### src/design/bmp8_pkg.sv
// bmp8_pkg: shared types and constants of the 8-bit palettized bmp writer
// used by every module of the writer; depends on nothing

package bmp8_pkg;

   localparam int MAX_WIDTH_DEF  = 4096;
   localparam int MAX_HEIGHT_DEF = 4096;

   localparam int DIM_W     = 13;   // width of the size registers
   localparam int SIZE_W    = 25;   // width of file and image byte counts
   localparam int HPOS_W    = 11;
   localparam int COL_W     = 12;
   localparam int ROWS_W    = 13;

   localparam logic [HPOS_W-1:0] HDR_TOTAL      = 11'd1078;
   localparam logic [HPOS_W-1:0] PALETTE_START  = 11'd54;
   localparam logic [SIZE_W-1:0] HDR_TOTAL_SIZE = 25'd1078;

   localparam logic [7:0] MAGIC_B = 8'h42;
   localparam logic [7:0] MAGIC_M = 8'h4d;

   localparam logic [31:0] INFO_HDR_SIZE = 32'd40;
   localparam logic [31:0] PX_PER_METER  = 32'd2835;
   localparam logic [31:0] NUM_COLORS    = 32'd256;
   localparam logic [7:0]  NUM_PLANES    = 8'd1;
   localparam logic [7:0]  BITS_PER_PX   = 8'd8;

   localparam logic [2:0] CUBE_TOP = 3'd5;    // last level of a cube digit
   localparam logic [7:0] CUBE_STEP = 8'd51;

   // register indexes of the config port
   localparam logic CSR_WIDTH  = 1'b0;
   localparam logic CSR_HEIGHT = 1'b1;

   localparam int QUEUE_DEPTH = 4;
   localparam int QPTR_W      = $clog2(QUEUE_DEPTH);
   localparam int QCNT_W      = $clog2(QUEUE_DEPTH + 1);

   typedef struct packed {
      logic [DIM_W-1:0]  width;
      logic [DIM_W-1:0]  height;
      logic [SIZE_W-1:0] image_bytes;
      logic [SIZE_W-1:0] file_size;
   } cfg_type;

   // one queued job: a byte followed by pad_count zero bytes
   typedef struct packed {
      logic [7:0] data;
      logic [1:0] pad_count;
      logic       eof;
      logic       status;
   } job_type;

   function automatic logic [7:0] cube_level(input logic [2:0] digit);
      return 8'(digit * CUBE_STEP);
   endfunction

endpackage

### src/design/bmp8_csr.sv
// bmp8_csr: image size registers, clamped at write time, with the derived
// image byte count and file size; depends on bmp8_pkg

module bmp8_csr #(
   parameter int MAX_WIDTH  = bmp8_pkg::MAX_WIDTH_DEF,
   parameter int MAX_HEIGHT = bmp8_pkg::MAX_HEIGHT_DEF
) (
   input  logic                       clock,
   input  logic                       reset,
   input  logic                       csr_write_enable,
   input  logic                       csr_index,
   input  logic [bmp8_pkg::DIM_W-1:0] csr_wdata,
   output bmp8_pkg::cfg_type          cfg
);

   logic [bmp8_pkg::DIM_W-1:0]  width_ff, width_in;
   logic [bmp8_pkg::DIM_W-1:0]  height_ff, height_in;
   logic [bmp8_pkg::DIM_W-1:0]  padded_width_ff, padded_width_in;
   logic [bmp8_pkg::SIZE_W-1:0] image_bytes_ff, image_bytes_in;
   logic [bmp8_pkg::SIZE_W-1:0] file_size_ff, file_size_in;
   logic [bmp8_pkg::DIM_W-1:0]  clamp_w, clamp_h;
   logic [bmp8_pkg::DIM_W:0]    round_w;

   always_comb begin
      if (csr_wdata == '0) begin
         clamp_w = bmp8_pkg::DIM_W'(1);
      end else if (32'(csr_wdata) > 32'(MAX_WIDTH)) begin
         clamp_w = bmp8_pkg::DIM_W'(MAX_WIDTH);
      end else begin
         clamp_w = csr_wdata;
      end
      if (csr_wdata == '0) begin
         clamp_h = bmp8_pkg::DIM_W'(1);
      end else if (32'(csr_wdata) > 32'(MAX_HEIGHT)) begin
         clamp_h = bmp8_pkg::DIM_W'(MAX_HEIGHT);
      end else begin
         clamp_h = csr_wdata;
      end
      // row length rounded up to a 4-byte line
      round_w = ({1'b0, clamp_w} + (bmp8_pkg::DIM_W+1)'(3)) & ~(bmp8_pkg::DIM_W+1)'(3);
   end

   always_comb begin
      width_in        = width_ff;
      height_in       = height_ff;
      padded_width_in = padded_width_ff;
      image_bytes_in  = image_bytes_ff;
      if (csr_write_enable) begin
         unique case (csr_index)
            bmp8_pkg::CSR_WIDTH: begin
               width_in        = clamp_w;
               padded_width_in = bmp8_pkg::DIM_W'(round_w);
               image_bytes_in  = bmp8_pkg::SIZE_W'(height_ff) *
                                 bmp8_pkg::SIZE_W'(round_w);
            end
            bmp8_pkg::CSR_HEIGHT: begin
               height_in      = clamp_h;
               image_bytes_in = bmp8_pkg::SIZE_W'(clamp_h) *
                                bmp8_pkg::SIZE_W'(padded_width_ff);
            end
            default: begin
               width_in = width_ff;
            end
         endcase
      end
      file_size_in = bmp8_pkg::HDR_TOTAL_SIZE + image_bytes_in;
   end

   always_ff @(posedge clock) begin
      if (reset) begin
         width_ff        <= bmp8_pkg::DIM_W'(1);
         height_ff       <= bmp8_pkg::DIM_W'(1);
         padded_width_ff <= bmp8_pkg::DIM_W'(4);
         image_bytes_ff  <= bmp8_pkg::SIZE_W'(4);
         file_size_ff    <= bmp8_pkg::HDR_TOTAL_SIZE + bmp8_pkg::SIZE_W'(4);
      end else begin
         width_ff        <= width_in;
         height_ff       <= height_in;
         padded_width_ff <= padded_width_in;
         image_bytes_ff  <= image_bytes_in;
         file_size_ff    <= file_size_in;
      end
   end

   assign cfg.width       = width_ff;
   assign cfg.height      = height_ff;
   assign cfg.image_bytes = image_bytes_ff;
   assign cfg.file_size   = file_size_ff;

endmodule

### src/design/bmp8_front.sv
// bmp8_front: accepts items, tracks header, column and row position and
// turns each item into one queued job; depends on bmp8_pkg

module bmp8_front (
   input  logic              clock,
   input  logic              reset,
   input  logic              req_valid,
   input  logic              req_command,
   input  logic [7:0]        req_red,
   input  logic [7:0]        req_green,
   input  logic [7:0]        req_blue,
   input  bmp8_pkg::cfg_type cfg,
   input  logic              queue_full,
   output logic              push,
   output bmp8_pkg::job_type push_job
);

   logic [bmp8_pkg::HPOS_W-1:0] header_position_ff, header_position_in;
   logic [bmp8_pkg::COL_W-1:0]  column_count_ff, column_count_in;
   logic [bmp8_pkg::ROWS_W-1:0] rows_done_ff, rows_done_in;
   // cube digits of the palette entry being emitted
   logic [2:0] digit0_ff, digit0_in;
   logic [2:0] digit1_ff, digit1_in;
   logic [2:0] digit2_ff, digit2_in;

   logic                        header_done;
   logic [5:0]                  hpos;
   logic [1:0]                  byte_sel;
   logic [31:0]                 field_word;
   logic [7:0]                  header_data;
   logic [1:0]                  lane;
   logic [2:0]                  q_red, q_green, q_blue;
   logic [7:0]                  index;
   logic [bmp8_pkg::COL_W-1:0]  col_next;
   logic [bmp8_pkg::ROWS_W-1:0] rows_next;
   logic                        row_end;
   logic [1:0]                  pad;

   function automatic logic [2:0] quantize(input logic [7:0] v);
      // round(v/51) by thresholds
      if (v >= 8'd230) begin
         return 3'd5;
      end else if (v >= 8'd179) begin
         return 3'd4;
      end else if (v >= 8'd128) begin
         return 3'd3;
      end else if (v >= 8'd77) begin
         return 3'd2;
      end else if (v >= 8'd26) begin
         return 3'd1;
      end
      return 3'd0;
   endfunction

   assign header_done = header_position_ff >= bmp8_pkg::HDR_TOTAL;
   assign hpos        = header_position_ff[5:0];
   // every multi-byte field taken from field_word starts at an offset of 2 mod 4
   assign byte_sel    = hpos[1:0] + 2'd2;
   assign lane        = header_position_ff[1:0] + 2'd2;

   always_comb begin
      field_word = '0;
      case (hpos) inside
         [6'd2:6'd5]:   field_word = 32'(cfg.file_size);
         [6'd10:6'd13]: field_word = 32'(bmp8_pkg::HDR_TOTAL);
         [6'd14:6'd17]: field_word = bmp8_pkg::INFO_HDR_SIZE;
         [6'd18:6'd21]: field_word = 32'(cfg.width);
         [6'd22:6'd25]: field_word = 32'(cfg.height);
         [6'd34:6'd37]: field_word = 32'(cfg.image_bytes);
         [6'd38:6'd45]: field_word = bmp8_pkg::PX_PER_METER;
         [6'd46:6'd49]: field_word = bmp8_pkg::NUM_COLORS;
         default:       field_word = '0;
      endcase
   end

   always_comb begin
      if (header_position_ff >= bmp8_pkg::PALETTE_START) begin
         case (lane)
            2'd0:    header_data = bmp8_pkg::cube_level(digit0_ff);
            2'd1:    header_data = bmp8_pkg::cube_level(digit1_ff);
            2'd2:    header_data = bmp8_pkg::cube_level(digit2_ff);
            default: header_data = 8'd0;
         endcase
      end else begin
         case (hpos)
            6'd0:    header_data = bmp8_pkg::MAGIC_B;
            6'd1:    header_data = bmp8_pkg::MAGIC_M;
            6'd26:   header_data = bmp8_pkg::NUM_PLANES;
            6'd28:   header_data = bmp8_pkg::BITS_PER_PX;
            default: header_data = field_word[byte_sel*8 +: 8];
         endcase
      end
   end

   always_comb begin
      q_red     = quantize(req_red);
      q_green   = quantize(req_green);
      q_blue    = quantize(req_blue);
      index     = 8'(q_red * 8'd36) + 8'(q_green * 8'd6) + 8'(q_blue);
      col_next  = column_count_ff + bmp8_pkg::COL_W'(1);
      rows_next = rows_done_ff + bmp8_pkg::ROWS_W'(1);
      // a wrapped column counter also ends the row
      row_end   = (col_next == '0) || ({1'b0, col_next} >= cfg.width);
      pad       = 2'd0 - cfg.width[1:0];
   end

   assign push = req_valid && !queue_full;

   always_comb begin
      header_position_in = header_position_ff;
      column_count_in    = column_count_ff;
      rows_done_in       = rows_done_ff;
      digit0_in          = digit0_ff;
      digit1_in          = digit1_ff;
      digit2_in          = digit2_ff;
      push_job.data      = 8'd0;
      push_job.pad_count = 2'd0;
      push_job.eof       = 1'b0;
      push_job.status    = 1'b1;
      if (!req_command) begin
         if (!header_done) begin
            push_job.data      = header_data;
            push_job.status    = 1'b0;
            header_position_in = header_position_ff + bmp8_pkg::HPOS_W'(1);
            if (header_position_ff >= bmp8_pkg::PALETTE_START && lane == 2'd3) begin
               digit0_in = (digit0_ff == bmp8_pkg::CUBE_TOP) ? 3'd0 : digit0_ff + 3'd1;
               if (digit0_ff == bmp8_pkg::CUBE_TOP) begin
                  digit1_in = (digit1_ff == bmp8_pkg::CUBE_TOP) ? 3'd0 : digit1_ff + 3'd1;
                  if (digit1_ff == bmp8_pkg::CUBE_TOP) begin
                     digit2_in = (digit2_ff == bmp8_pkg::CUBE_TOP) ? 3'd0 :
                                 digit2_ff + 3'd1;
                  end
               end
            end
         end
      end else if (header_done && rows_done_ff < cfg.height) begin
         push_job.data   = index;
         push_job.status = 1'b0;
         if (row_end) begin
            push_job.pad_count = pad;
            push_job.eof       = rows_next >= cfg.height;
            column_count_in    = '0;
            rows_done_in       = rows_next;
         end else begin
            column_count_in = col_next;
         end
      end
   end

   always_ff @(posedge clock) begin
      if (reset) begin
         header_position_ff <= '0;
         column_count_ff    <= '0;
         rows_done_ff       <= '0;
         digit0_ff          <= '0;
         digit1_ff          <= '0;
         digit2_ff          <= '0;
      end else if (push) begin
         header_position_ff <= header_position_in;
         column_count_ff    <= column_count_in;
         rows_done_ff       <= rows_done_in;
         digit0_ff          <= digit0_in;
         digit1_ff          <= digit1_in;
         digit2_ff          <= digit2_in;
      end
   end

endmodule

### src/design/bmp8_job_queue.sv
// bmp8_job_queue: short fifo of jobs between the front and the back part
// depends on bmp8_pkg

module bmp8_job_queue (
   input  logic              clock,
   input  logic              reset,
   input  logic              push,
   input  bmp8_pkg::job_type push_job,
   input  logic              pop,
   output logic              full,
   output logic              head_valid,
   output bmp8_pkg::job_type head_job
);

   bmp8_pkg::job_type slot_ff [bmp8_pkg::QUEUE_DEPTH];
   logic [bmp8_pkg::QPTR_W-1:0] wr_ptr_ff, rd_ptr_ff;
   logic [bmp8_pkg::QCNT_W-1:0] count_ff;
   logic                        do_push, do_pop;

   assign full       = count_ff == bmp8_pkg::QCNT_W'(bmp8_pkg::QUEUE_DEPTH);
   assign head_valid = count_ff != '0;
   assign head_job   = slot_ff[rd_ptr_ff];
   assign do_push    = push && !full;
   assign do_pop     = pop && head_valid;

   always_ff @(posedge clock) begin
      if (do_push) begin
         slot_ff[wr_ptr_ff] <= push_job;
      end
   end

   always_ff @(posedge clock) begin
      if (reset) begin
         wr_ptr_ff <= '0;
         rd_ptr_ff <= '0;
         count_ff  <= '0;
      end else begin
         if (do_push) begin
            wr_ptr_ff <= wr_ptr_ff + bmp8_pkg::QPTR_W'(1);
         end
         if (do_pop) begin
            rd_ptr_ff <= rd_ptr_ff + bmp8_pkg::QPTR_W'(1);
         end
         if (do_push && !do_pop) begin
            count_ff <= count_ff + bmp8_pkg::QCNT_W'(1);
         end else if (do_pop && !do_push) begin
            count_ff <= count_ff - bmp8_pkg::QCNT_W'(1);
         end
      end
   end

endmodule

### src/design/bmp8_back.sv
// bmp8_back: expands queued jobs into output bytes with row padding and
// holds the output register; depends on bmp8_pkg

module bmp8_back (
   input  logic                        clock,
   input  logic                        reset,
   input  logic                        head_valid,
   input  bmp8_pkg::job_type           head_job,
   input  bmp8_pkg::cfg_type           cfg,
   output logic                        pop,
   output logic                        rsp_valid,
   input  logic                        rsp_stall,
   output logic [7:0]                  rsp_out_byte,
   output logic                        rsp_last_of_run,
   output logic                        rsp_end_of_file,
   output logic                        rsp_status,
   output logic [bmp8_pkg::SIZE_W-1:0] rsp_file_size
);

   logic                        valid_ff;
   logic [7:0]                  byte_ff;
   logic                        last_ff, eof_ff, status_ff;
   logic [bmp8_pkg::SIZE_W-1:0] size_ff;
   logic [1:0]                  sub_ff, sub_in;   // byte within the current job
   logic                        load, last;

   assign load = !valid_ff || !rsp_stall;
   assign last = sub_ff == head_job.pad_count;
   assign pop  = load && head_valid && last;

   always_comb begin
      sub_in = sub_ff;
      if (pop) begin
         sub_in = 2'd0;
      end else if (load && head_valid) begin
         sub_in = sub_ff + 2'd1;
      end
   end

   always_ff @(posedge clock) begin
      if (reset) begin
         valid_ff <= 1'b0;
         sub_ff   <= 2'd0;
      end else begin
         sub_ff <= sub_in;
         if (load) begin
            valid_ff <= head_valid;
         end
      end
   end

   always_ff @(posedge clock) begin
      if (load && head_valid) begin
         byte_ff   <= (sub_ff == 2'd0) ? head_job.data : 8'd0;
         last_ff   <= last;
         eof_ff    <= head_job.eof && last;
         status_ff <= head_job.status;
         size_ff   <= cfg.file_size;
      end
   end

   assign rsp_valid       = valid_ff;
   assign rsp_out_byte    = byte_ff;
   assign rsp_last_of_run = last_ff;
   assign rsp_end_of_file = eof_ff;
   assign rsp_status      = status_ff;
   assign rsp_file_size   = size_ff;

endmodule

### src/design/bmp8_palette_image_writer_unit.sv
// bmp8_palette_image_writer_unit: top level of the 8-bit palettized bmp writer
// depends on bmp8_pkg, bmp8_csr, bmp8_front, bmp8_job_queue and bmp8_back
//
//   port group | dir  | carries
//   req_*      | in   | command, red, green, blue (valid / stall)
//   rsp_*      | out  | out_byte, last_of_run, end_of_file, status, file_size
//   csr_*      | in   | image_width (index 0), image_height (index 1), write only
//
// one item enters per cycle while the job queue has room; each item is one
// job, and the back part sends one byte per cycle unless rsp_stall holds it,
// so a row-end pixel with padding gives up to four bytes and the queue
// absorbs the burst; each item passes the queue, then the output register.
// reset is synchronous and restarts the file at the first header byte with
// both sizes at 1. rsp_stall holds the output register; req_stall rises only
// when the four-entry queue is full.

module bmp8_palette_image_writer_unit #(
   parameter int MAX_WIDTH  = bmp8_pkg::MAX_WIDTH_DEF,
   parameter int MAX_HEIGHT = bmp8_pkg::MAX_HEIGHT_DEF
) (
   input  logic                        clock,
   input  logic                        reset,
   input  logic                        req_valid,
   output logic                        req_stall,
   input  logic                        req_command,
   input  logic [7:0]                  req_red,
   input  logic [7:0]                  req_green,
   input  logic [7:0]                  req_blue,
   output logic                        rsp_valid,
   input  logic                        rsp_stall,
   output logic [7:0]                  rsp_out_byte,
   output logic                        rsp_last_of_run,
   output logic                        rsp_end_of_file,
   output logic                        rsp_status,
   output logic [bmp8_pkg::SIZE_W-1:0] rsp_file_size,
   input  logic                        csr_write_enable,
   input  logic                        csr_index,
   input  logic [bmp8_pkg::DIM_W-1:0]  csr_wdata
);

   bmp8_pkg::cfg_type cfg;
   bmp8_pkg::job_type push_job, head_job;
   logic              push, pop, queue_full, head_valid;

   assign req_stall = queue_full;

   bmp8_csr #(
      .MAX_WIDTH  (MAX_WIDTH),
      .MAX_HEIGHT (MAX_HEIGHT)
   ) u_csr (
      .clock            (clock),
      .reset            (reset),
      .csr_write_enable (csr_write_enable),
      .csr_index        (csr_index),
      .csr_wdata        (csr_wdata),
      .cfg              (cfg)
   );

   bmp8_front u_front (
      .clock       (clock),
      .reset       (reset),
      .req_valid   (req_valid),
      .req_command (req_command),
      .req_red     (req_red),
      .req_green   (req_green),
      .req_blue    (req_blue),
      .cfg         (cfg),
      .queue_full  (queue_full),
      .push        (push),
      .push_job    (push_job)
   );

   bmp8_job_queue u_queue (
      .clock      (clock),
      .reset      (reset),
      .push       (push),
      .push_job   (push_job),
      .pop        (pop),
      .full       (queue_full),
      .head_valid (head_valid),
      .head_job   (head_job)
   );

   bmp8_back u_back (
      .clock           (clock),
      .reset           (reset),
      .head_valid      (head_valid),
      .head_job        (head_job),
      .cfg             (cfg),
      .pop             (pop),
      .rsp_valid       (rsp_valid),
      .rsp_stall       (rsp_stall),
      .rsp_out_byte    (rsp_out_byte),
      .rsp_last_of_run (rsp_last_of_run),
      .rsp_end_of_file (rsp_end_of_file),
      .rsp_status      (rsp_status),
      .rsp_file_size   (rsp_file_size)
   );

endmodule
### config.mk
export PLATFORM = sky130hd
export DESIGN_NAME = bmp8_palette_image_writer_unit
export DESIGN_NICKNAME = d
export VERILOG_FILES = /design/src/design/bmp8_pkg.sv /design/src/design/bmp8_csr.sv /design/src/design/bmp8_front.sv /design/src/design/bmp8_job_queue.sv /design/src/design/bmp8_back.sv /design/src/design/bmp8_palette_image_writer_unit.sv
export SDC_FILE = /design/constraint.sdc
export NUM_CORES = 1
export LEC_CHECK = 0
export BUFFER_PORTS_ARGS = -buffer_cell sky130_fd_sc_hd__buf_4
export CORE_MARGIN = 2
export CORE_UTILIZATION = 46
export CTS_CLUSTER_DIAMETER = 120
export DETAILED_ROUTE_END_ITERATION = 8
export SETUP_SLACK_MARGIN = 0.3
export SLEW_MARGIN = 20
export SYNTH_ARGS = -nofsm -noshare
export SYNTH_HDL_FRONTEND = slang
export SYNTH_SLANG_ARGS = --single-unit
### constraint.sdc
create_clock -name clock -period 23.2 [get_ports clock]
set_input_delay 2.32 -clock clock [delete_from_list [all_inputs] [get_ports clock]]
set_output_delay 2.32 -clock clock [all_outputs]
set_load 0.02 [all_outputs]
==> key figures, run 1 <==
Worst setup path
  – Largest incremental delay on the critical path: 890 ps
  – CP endpoint kind: flop
  – Buffers & Inverters on Critical Path: 4
  – Crit path arrival time: 10760 ps
  – Slowest cell on crit path: sky130_fd_sc_hd__xor2_1
  – Worst-path maximum fanout: 26
  – Critical Path Most Common Cell: sky130_fd_sc_hd__fa_1
  – Type of origin of the critical path: input pin
  – Required time at the worst-slack endpoint: 23690 ps
  – Family of cells with the greatest summed delay on the critical path: adder cells
  – Type of the setup path with the least slack: input pin to flop

Timing
  – Worst hold-check slack: 430 ps
  – Final worst clock skew: 17.3 ps
  – Number of endpoints with negative hold slack in the final report: 0
  – Relative slew slack: 0.282
  – RSZ-0062 raised after global routing: false
  – Final cycle utilization of the critical path: 0.443
  – Post-Route Setup TNS: 0 ps
  – Worst Max-Slew Pin Slew: 1070 ps
  – Final max-slew violation count: 0
  – Maximum frequency from static timing analysis: 0.0973 GHz
  – Post-route minimum period: 10270 ps
  – Final setup violating endpoints: 0

CTS
  – Max Root-Sink Buffers: 3
  – Post-CTS clock slew at the launch and capture registers of the worst setup and hold paths: 60 ps
  – Number of setup buffers added after CTS: 0
  – Source-to-sink clock delay at the later pin of the worst-skew pair: 580 ps
  – Sinks on the clock net: 225
  – Clock root buffer master: sky130_fd_sc_hd__clkbuf_16
  – CTS tree: yes
  – Number of buffers added by the clock tree synthesis step: 27
  – # H-tree levels: 1
  – Number of buffers inserted for hold repair after clock tree synthesis: 0
  – Post-CTS Resized: 0

GRT
  – Antenna violations before repair: 0
  – First-pass GRT wire length: 99100 um
  – Total Routing Usage GR: 0.253
  – Met1 Resource Use GR: 0.338
  – Gr ovfl total: 0
  – Met3 usage in global routing: 0.0375
  – Global-route layer with the greatest usage: met2
  – Number of global-route vias before repair: 17743
  – Maximum number of pins on one net before global-route repair: 87
  – Met2 demand-to-capacity share in global routing: 0.418

Routing
  – Wire length per cell: 20.1 um
  – Via/cell ratio: 5.68
  – Number of nets still failing antenna checks after routing: 0
  – Number of design-rule violations left by the first detailed-router iteration: 1232
  – Final wirelength: 62800 um
  – Number of detailed-routing iterations run before antenna repair: 9
  – DRC violations left: 0
  – Total vias in the final route: 17798

Synthesis
  – Number of distinct library cells after synthesis: 95
  – Avg Cell Area, Syn: 8.90 sq um
  – Seq cells post-synth: 225
  – Async SR Flop Fraction: 0
  – Count of synthesis-stage warnings from yosys: 0
  – Flip-flop cell with the highest count after synthesis: sky130_fd_sc_hd__dfxtp_1
  – Register area share after synthesis: 0.241
  – Summed instance area of the synthesized netlist: 22100 sq um
  – Number of enable-type register cells in the synthesized netlist: 83
  – Post-synthesis instance total: 2486

Die
  – Die span in y: 223 um
  – Die Outline Area: 49900 sq um
  – Boundary pin count: 82
  – Number of rows created at floorplan: 80
  – Effective utilization at floorplan: 0.465
  – Core area: 47600 sq um
  – Width of the chip: 223 um

Placed design
  – Gpl congestion: 0.963
  – Detailed placer's ending HPWL: 48800 um
  – PortBufs: 80

Cells and area
  – Antenna diode instance count: 0
  – # nets final: 2947
  – Fraction of final layout cells with drive strength greater than 1: 0.0834
  – Fillcell total: 4455
  – Area added between synthesis and finish: 9.16%

Power
  – Worst supply voltage drop on vdd: 49.9 uV
  – Power Dens Cells: 59.2 nW/um^2
  – Leakage power total: 0.0107 uW

Run status
  – Outcome: completed

Job
  – Number of maximum-capacitance constraint violations: 0

Hold path
  – Kind of path behind the tightest hold check: flop to flop
## area by class of cell
cell class                      count  area [sq um]  share of cell area
Tap cell                          615           769              0.0318
Timing Repair Buffer               99           743              0.0308
Multi-Input combinational cell   1843         15200               0.631
Clock buffer                       34           736              0.0304
Inverter                          300          1130              0.0466
Clock inverter                     16           205             0.00849
Sequential cell                   225          5340               0.221
## cells in the mapped netlist, types with 10 or more instances
| cell type | count | area share |
|---|---|---|
| sky130_fd_sc_hd__nand2_1 | 326 | 0.055 |
| sky130_fd_sc_hd__inv_1 | 298 | 0.051 |
| sky130_fd_sc_hd__fa_1 | 210 | 0.19 |
| sky130_fd_sc_hd__ha_1 | 197 | 0.11 |
| sky130_fd_sc_hd__nor2_1 | 147 | 0.025 |
| sky130_fd_sc_hd__dfxtp_1 | 142 | 0.13 |
| sky130_fd_sc_hd__a21oi_1 | 134 | 0.030 |
| sky130_fd_sc_hd__clkbuf_1 | 104 | 0.018 |
| sky130_fd_sc_hd__and2_1 | 97 | 0.027 |
| sky130_fd_sc_hd__edfxtp_1 | 83 | 0.11 |
| sky130_fd_sc_hd__o21ai_0 | 70 | 0.016 |
| sky130_fd_sc_hd__xnor2_1 | 69 | 0.027 |
| sky130_fd_sc_hd__nor3_1 | 48 | 0.011 |
| sky130_fd_sc_hd__nand3_1 | 44 | 0.0099 |
| sky130_fd_sc_hd__xor2_1 | 38 | 0.015 |
| sky130_fd_sc_hd__and3_1 | 32 | 0.0090 |
| sky130_fd_sc_hd__nor2b_1 | 28 | 0.0079 |
| sky130_fd_sc_hd__a21o_1 | 21 | 0.0071 |
| sky130_fd_sc_hd__a211oi_1 | 19 | 0.0064 |
| sky130_fd_sc_hd__buf_2 | 18 | 0.0041 |
| sky130_fd_sc_hd__o21a_1 | 18 | 0.0061 |
| sky130_fd_sc_hd__nand4_1 | 17 | 0.0048 |
| sky130_fd_sc_hd__o211ai_1 | 16 | 0.0054 |
| sky130_fd_sc_hd__o21ai_1 | 15 | 0.0034 |
| sky130_fd_sc_hd__o31ai_1 | 15 | 0.0051 |
| sky130_fd_sc_hd__mux2i_1 | 14 | 0.0063 |
| sky130_fd_sc_hd__mux4_2 | 14 | 0.014 |
| sky130_fd_sc_hd__nand2b_1 | 14 | 0.0040 |
| sky130_fd_sc_hd__a31oi_1 | 13 | 0.0037 |
| sky130_fd_sc_hd__nor4_1 | 13 | 0.0037 |
| sky130_fd_sc_hd__or3_1 | 13 | 0.0037 |
| sky130_fd_sc_hd__nor3b_1 | 12 | 0.0041 |
| sky130_fd_sc_hd__a211o_1 | 11 | 0.0044 |
| sky130_fd_sc_hd__a221oi_1 | 11 | 0.0044 |
| sky130_fd_sc_hd__a22oi_1 | 11 | 0.0037 |
| sky130_fd_sc_hd__nand3b_1 | 11 | 0.0037 |
| sky130_fd_sc_hd__or4_1 | 10 | 0.0034 |
## flip-flops by register name, indices dropped and copies added (netlist names), 12 cells and up, named ones only
name	count
u_csr.width_ff	13
u_back.rsp_file_size	24
u_csr.file_size_ff	24
u_csr.image_bytes_ff	24
u_queue.slot_ff	48
u_csr.height_ff	13
u_front.column_count_ff	12
u_front.rows_done_ff	13
## cell usage in the layout (no fill, tap or decap), types with 25 or more instances in the layout
master	synthesis	final
sky130_fd_sc_hd__xnor2_1	69	67
sky130_fd_sc_hd__o21ai_0	70	70
sky130_fd_sc_hd__xor2_1	38	38
sky130_fd_sc_hd__inv_1	298	298
sky130_fd_sc_hd__and3_1	32	32
sky130_fd_sc_hd__a21oi_1	134	133
sky130_fd_sc_hd__ha_1	197	197
sky130_fd_sc_hd__nand2_1	326	326
sky130_fd_sc_hd__fa_1	210	210
sky130_fd_sc_hd__edfxtp_1	83	83
sky130_fd_sc_hd__and2_1	97	97
sky130_fd_sc_hd__clkbuf_16	0	27
sky130_fd_sc_hd__buf_4	2	99
sky130_fd_sc_hd__nor2b_1	28	25
sky130_fd_sc_hd__dfxtp_1	142	142
sky130_fd_sc_hd__nor3_1	48	47
sky130_fd_sc_hd__nor2_1	147	147
sky130_fd_sc_hd__nand3_1	44	44
## through the flow
step / power, uW / utilization / cell area, sq um / instances / setup WS, ps
3_5_place_dp: 987 / 0.487 / 23200 / 3082 / 12230
3_3_place_gp: 979 / 0.487 / 23200 / 3082 / 12520
4_1_cts: 1440 / 0.507 / 24100 / 3132 / 12830
6_report: 1430 / 0.507 / 24200 / 3132 / 12930
2_1_floorplan: 824 / - / 22200 / 2496 / 13820
5_1_grt: 1510 / 0.507 / 24200 / 3132 / 12360
## routing by layer
layer | wire, um | share of wire
met1 | 27500 | 0.44
met2 | 29000 | 0.46
met3 | 3940 | 0.063
met4 | 2390 | 0.038
met5 | 0 | 0
## worst reg2reg max path: cells and delay by family, from the launching register on
family | cells | cell delay, ps
simple gates | 6 | 1400
fa+ha+maj | 6 | 3050
compound gates | 5 | 1440
flops | 1 | 750
buf+inv | 3 | 170
## logic make-up (layout without fill, tap and decap cells)
kind of cell	after synthesis	in the layout	synth area share
muxes	33	33	0.0231
DFF	225	225	0.241
xor gates and xnor gates	107	107	0.0423
AOI/OAI and AO/OA	433	433	0.130
adders and majority gates	407	407	0.301
other	2	12	0.000339
buffers and inverters	428	449	0.0739
and+or+nand+nor	851	851	0.188
## where the power goes
group          total [uW]  switching (uW)  internal [uW]  leakage [uW]
registers             522            40.7            481       0.00195
logic                 457             282            175       0.00829
clock network         451             180            271      0.000459
total                1430             502            927        0.0107
## worst paths after layout
kind	from	endpoint	slack [ps]	depth (start not counted)
max	csr_wdata[2]	u_csr.file_size_ff[24]	12930	27
min	u_csr.file_size_ff[5]	u_back.rsp_file_size[5]	430	0
max reg2reg	u_csr.padded_width_ff[12]	u_csr.file_size_ff[24]	16300	20
min reg2reg	u_csr.file_size_ff[5]	u_back.rsp_file_size[5]	430	0
Note: power is estimated with default switching activity, not from simulation.
==> run 2: changes to the inputs <==
--- a/config.mk
+++ b/config.mk
@@ -5,6 +5,7 @@
 export SDC_FILE = /design/constraint.sdc
 export NUM_CORES = 1
 export LEC_CHECK = 0
+export ABC_AREA = 1
 export BUFFER_PORTS_ARGS = -buffer_cell sky130_fd_sc_hd__buf_4
 export CORE_MARGIN = 2
 export CORE_UTILIZATION = 46
==> constraint.sdc (replaced) <==
create_clock -name clock -period 8.48 [get_ports clock]
set_input_delay 0.848 -clock clock [delete_from_list [all_inputs] [get_ports clock]]
set_output_delay 0.848 -clock clock [all_outputs]
set_load 0.02 [all_outputs]
==> key figures, run 2 <==
CTS
  – Number of buffers inserted for hold repair after clock tree synthesis: 0 (unchanged)
  – Clock root buffer master: sky130_fd_sc_hd__clkbuf_16
  – Max Root-Sink Buffers: 3 (unchanged)
  – Post-CTS clock slew at the launch and capture registers of the worst setup and hold paths: 60 ps (about the same)
  – Post-CTS Resized: 0 (unchanged)
  – Number of buffers added by the clock tree synthesis step: 27 (unchanged)
  – # H-tree levels: 1 (unchanged)
  – Number of setup buffers added after CTS: 0 (unchanged)
  – Sinks on the clock net: 225 (unchanged)
  – CTS tree: yes
  – Source-to-sink clock delay at the later pin of the worst-skew pair: 570 ps (about the same)

Placed design
  – Detailed placer's ending HPWL: 56300 um (+15%)
  – Gpl congestion: 0.925 (-3.9%)
  – PortBufs: 80 (unchanged)
  – Setup slack at placement: 751 ps (-11480 ps)

Routing
  – Number of nets still failing antenna checks after routing: 0 (unchanged)
  – Via/cell ratio: 5.27 (-7.2%)
  – Total vias in the final route: 20279 (+14%)
  – Final wirelength: 70300 um (+12%)
  – Number of detailed-routing iterations run before antenna repair: 5 (-4)
  – Wire length per cell: 18.3 um (-8.9%)
  – Number of design-rule violations left by the first detailed-router iteration: 1557 (+26%)
  – DRC violations left: 0 (unchanged)

Timing
  – Final max-slew violation count: 0 (unchanged)
  – Post-route minimum period: 7290 ps
  – Final cycle utilization of the critical path: 0.859
  – RSZ-0062 raised after global routing: false
  – Final worst clock skew: 21.1 ps (+3.78 ps)
  – Worst Max-Slew Pin Slew: 827 ps (-247 ps)
  – Final setup violating endpoints: 0 (unchanged)
  – Maximum frequency from static timing analysis: 0.137 GHz
  – Setup slack of the critical path after layout: 1190 ps (-11730 ps)
  – Post-Route Setup TNS: 0 ps (unchanged)
  – Relative slew slack: 0.449 (+0.167)
  – Number of endpoints with negative hold slack in the final report: 0 (unchanged)

GRT
  – Antenna violations before repair: 0 (unchanged)
  – Number of global-route vias before repair: 19897 (+12%)
  – First-pass GRT wire length: 109000 um (+10%)
  – Gr ovfl total: 0 (unchanged)
  – Maximum number of pins on one net before global-route repair: 68 (-22%)
  – Total Routing Usage GR: 0.274 (+0.0209)

Cells and area
  – Commonest non-fill, non-tap cell in the layout: sky130_fd_sc_hd__nand2_1
  – Area added between synthesis and finish: 9.85%
  – Flip-flop count of the largest register, all copies and words added: 48 (unchanged)
  – # nets final: 3613 (+23%)
  – Fillcell total: 4902 (+10%)
  – Antenna diode instance count: 0 (unchanged)
  – Register with the most flip-flops: u_queue.slot_ff
  – Commonest cells after routing, fill and taps aside: sky130_fd_sc_hd__nand2_1, sky130_fd_sc_hd__inv_1, sky130_fd_sc_hd__nor2_1
  – Fraction of final layout cells with drive strength greater than 1: 0.0748 (-0.00866)

Power
  – Power Dens Cells: 175 nW/um^2 (+200%)
  – Switching power: 1760 uW (+250%)
  – Leakage power total: 0.0126 uW (+18%)
  – Switching share of total power: 0.399 (+0.0478)
  – Combinational share of power: 0.391 (+0.071)
  – Clk network pwr share: 0.279 (-0.036)
  – Int Power: 2650 uW (+190%)
  – Sequential share of power: 0.329 (-0.036)
  – Worst supply voltage drop on vdd: 150 uV (+200%)

Synthesis
  – Summed instance area of the synthesized netlist: 22900 sq um (+3.6%)
  – Area share of the leading cell type in the synthesized netlist: 0.183 (-0.00654)
  – Leading cell type by number of instances after synthesis: sky130_fd_sc_hd__nand2_1
  – Flip-flop cell with the highest count after synthesis: sky130_fd_sc_hd__dfxtp_1
  – Post-synthesis instance total: 3095 (+24%)
  – Count of synthesis-stage warnings from yosys: 0 (unchanged)
  – Async SR Flop Fraction: 0 (unchanged)
  – Top cells by area in the synthesized netlist: sky130_fd_sc_hd__fa_1, sky130_fd_sc_hd__dfxtp_1, sky130_fd_sc_hd__nand2_1
  – Most frequent cells after synthesis: sky130_fd_sc_hd__nand2_1, sky130_fd_sc_hd__inv_1, sky130_fd_sc_hd__nor2_1
  – Register area share after synthesis: 0.233 (-0.00830)
  – Number of enable-type register cells in the synthesized netlist: 83 (unchanged)
  – Avg Cell Area, Syn: 7.41 sq um (-17%)
  – Largest area contributor in the netlist: sky130_fd_sc_hd__fa_1
  – Seq cells post-synth: 225 (unchanged)
  – Number of distinct library cells after synthesis: 68 (-28%)

Run status
  – Outcome: completed

Die
  – Number of rows created at floorplan: 81 (+1.3%)
  – Effective utilization at floorplan: 0.467 (+0.00277)
  – Die span in y: 227 um (+1.7%)
  – Die Outline Area: 51600 sq um (+3.5%)
  – Core area: 49100 sq um (+3.0%)
  – Boundary pin count: 82 (unchanged)
  – Width of the chip: 227 um (+1.7%)

Worst setup path
  – Slowest cell on crit path: sky130_fd_sc_hd__fa_1
  – Critical Path Most Common Cell: sky130_fd_sc_hd__nand2_1
  – CP endpoint kind: flop
  – Worst-path maximum fanout: 8 (-69%)
  – Crit path arrival time: 7760 ps (-3000 ps)
  – Largest incremental delay on the critical path: 550 ps (-340 ps)
  – Number of cells on the worst reg-to-reg path: 26 (+30%)
  – Type of origin of the critical path: input pin
  – Required time at the worst-slack endpoint: 8960 ps (-14730 ps)
  – Type of the setup path with the least slack: input pin to flop

Hold path
  – Hold Crit Depth: 0 (unchanged)
  – Kind of path behind the tightest hold check: flop to flop

Job
  – Number of maximum-capacitance constraint violations: 0 (unchanged)
[run 2: cell count changes after synthesis, moves of 28 or more]
cell / before / now
sky130_fd_sc_hd__a21oi_1: 134 / 186
sky130_fd_sc_hd__and2_1: 97 / 3
sky130_fd_sc_hd__and3_1: 32 / 1
sky130_fd_sc_hd__clkbuf_1: 104 / 57
sky130_fd_sc_hd__inv_1: 298 / 565
sky130_fd_sc_hd__nand2_1: 326 / 718
sky130_fd_sc_hd__nand3_1: 44 / 136
sky130_fd_sc_hd__nor2_1: 147 / 324
sky130_fd_sc_hd__nor2b_1: 28 / 0
sky130_fd_sc_hd__o21ai_0: 70 / 154
sky130_fd_sc_hd__xnor2_1: 69 / 10
[run 2: layout make-up]
cell class	count	area (sq um)	area share
clock buffers	34	732	0.0291
clock inverters	16	204	0.00810
inverters	596	2250	0.0892
multi-input cells	2202	15000	0.596
flip-flops and latches	225	5340	0.212
well taps	664	831	0.0330
repair buffers	110	826	0.0328
[run 2: final timing paths]
check / from / endpoint / slack [ps]
worst max-delay path: csr_wdata[6] / u_csr.file_size_ff[24] / 1190
worst min-delay path: u_csr.file_size_ff[11] / u_back.rsp_file_size[11] / 440
worst max register to register: u_csr.height_ff[9] / u_csr.file_size_ff[24] / 2280
worst min register to register: u_csr.file_size_ff[11] / u_back.rsp_file_size[11] / 440
[run 2: routing by layer]
| metal | part of all wire | routed length [um] | global-route usage | vias to the layer above |
|---|---|---|---|---|
| met1 | 0.42 | 29900 | 0.350 | 9649 |
| met4 | 0.036 | 2510 | 0.0913 | 0 |
| met2 | 0.48 | 33800 | 0.478 | 636 |
| met5 | 0 | 0 | 0 | - |
| li1 | - | - | - | 9872 |
| met3 | 0.058 | 4080 | 0.0373 | 122 |
[run 2: cells by family after synthesis]
group                      share of synthesized area
other                                       0.000328
AOI/OAI and AO/OA                              0.107
adders and majority gates                      0.291
buffers and inverters                          0.114
DFF                                            0.233
xor gates and xnor gates                      0.0141
and+or+nand+nor                                0.241
[run 2: power groups by stage]
stage	clock network [uW]	registers [uW]	logic [uW]
6_report	1230	1460	1730
5_1_grt	1300	1470	1940
4_1_cts	1250	1460	1730
3_5_place_dp	0	1480	1720
3_3_place_gp	0	1480	1700
2_1_floorplan	0	1520	1070
[run 2: critical path: cells and delay by family]
family	cells	cell delay, ps
buffers and inverters	7	710
AO/OA/AOI/OAI	4	740
adder cells (fa/ha/maj)	6	2870
AND/OR/NAND/NOR	21	2570
[run 2: per-stage QoR]
stage          instances  utilization  power (uW)  cell area [sq um]  hold slack [ps]
2_1_floorplan       3105            -        2590              23000              403
3_3_place_gp        3797        0.494        3180              24200              423
3_5_place_dp        3797        0.494        3200              24200              428
4_1_cts             3847        0.513        4440              25200              451
5_1_grt             3847        0.513        4710              25200              471
6_report            3847        0.513        4420              25200              444
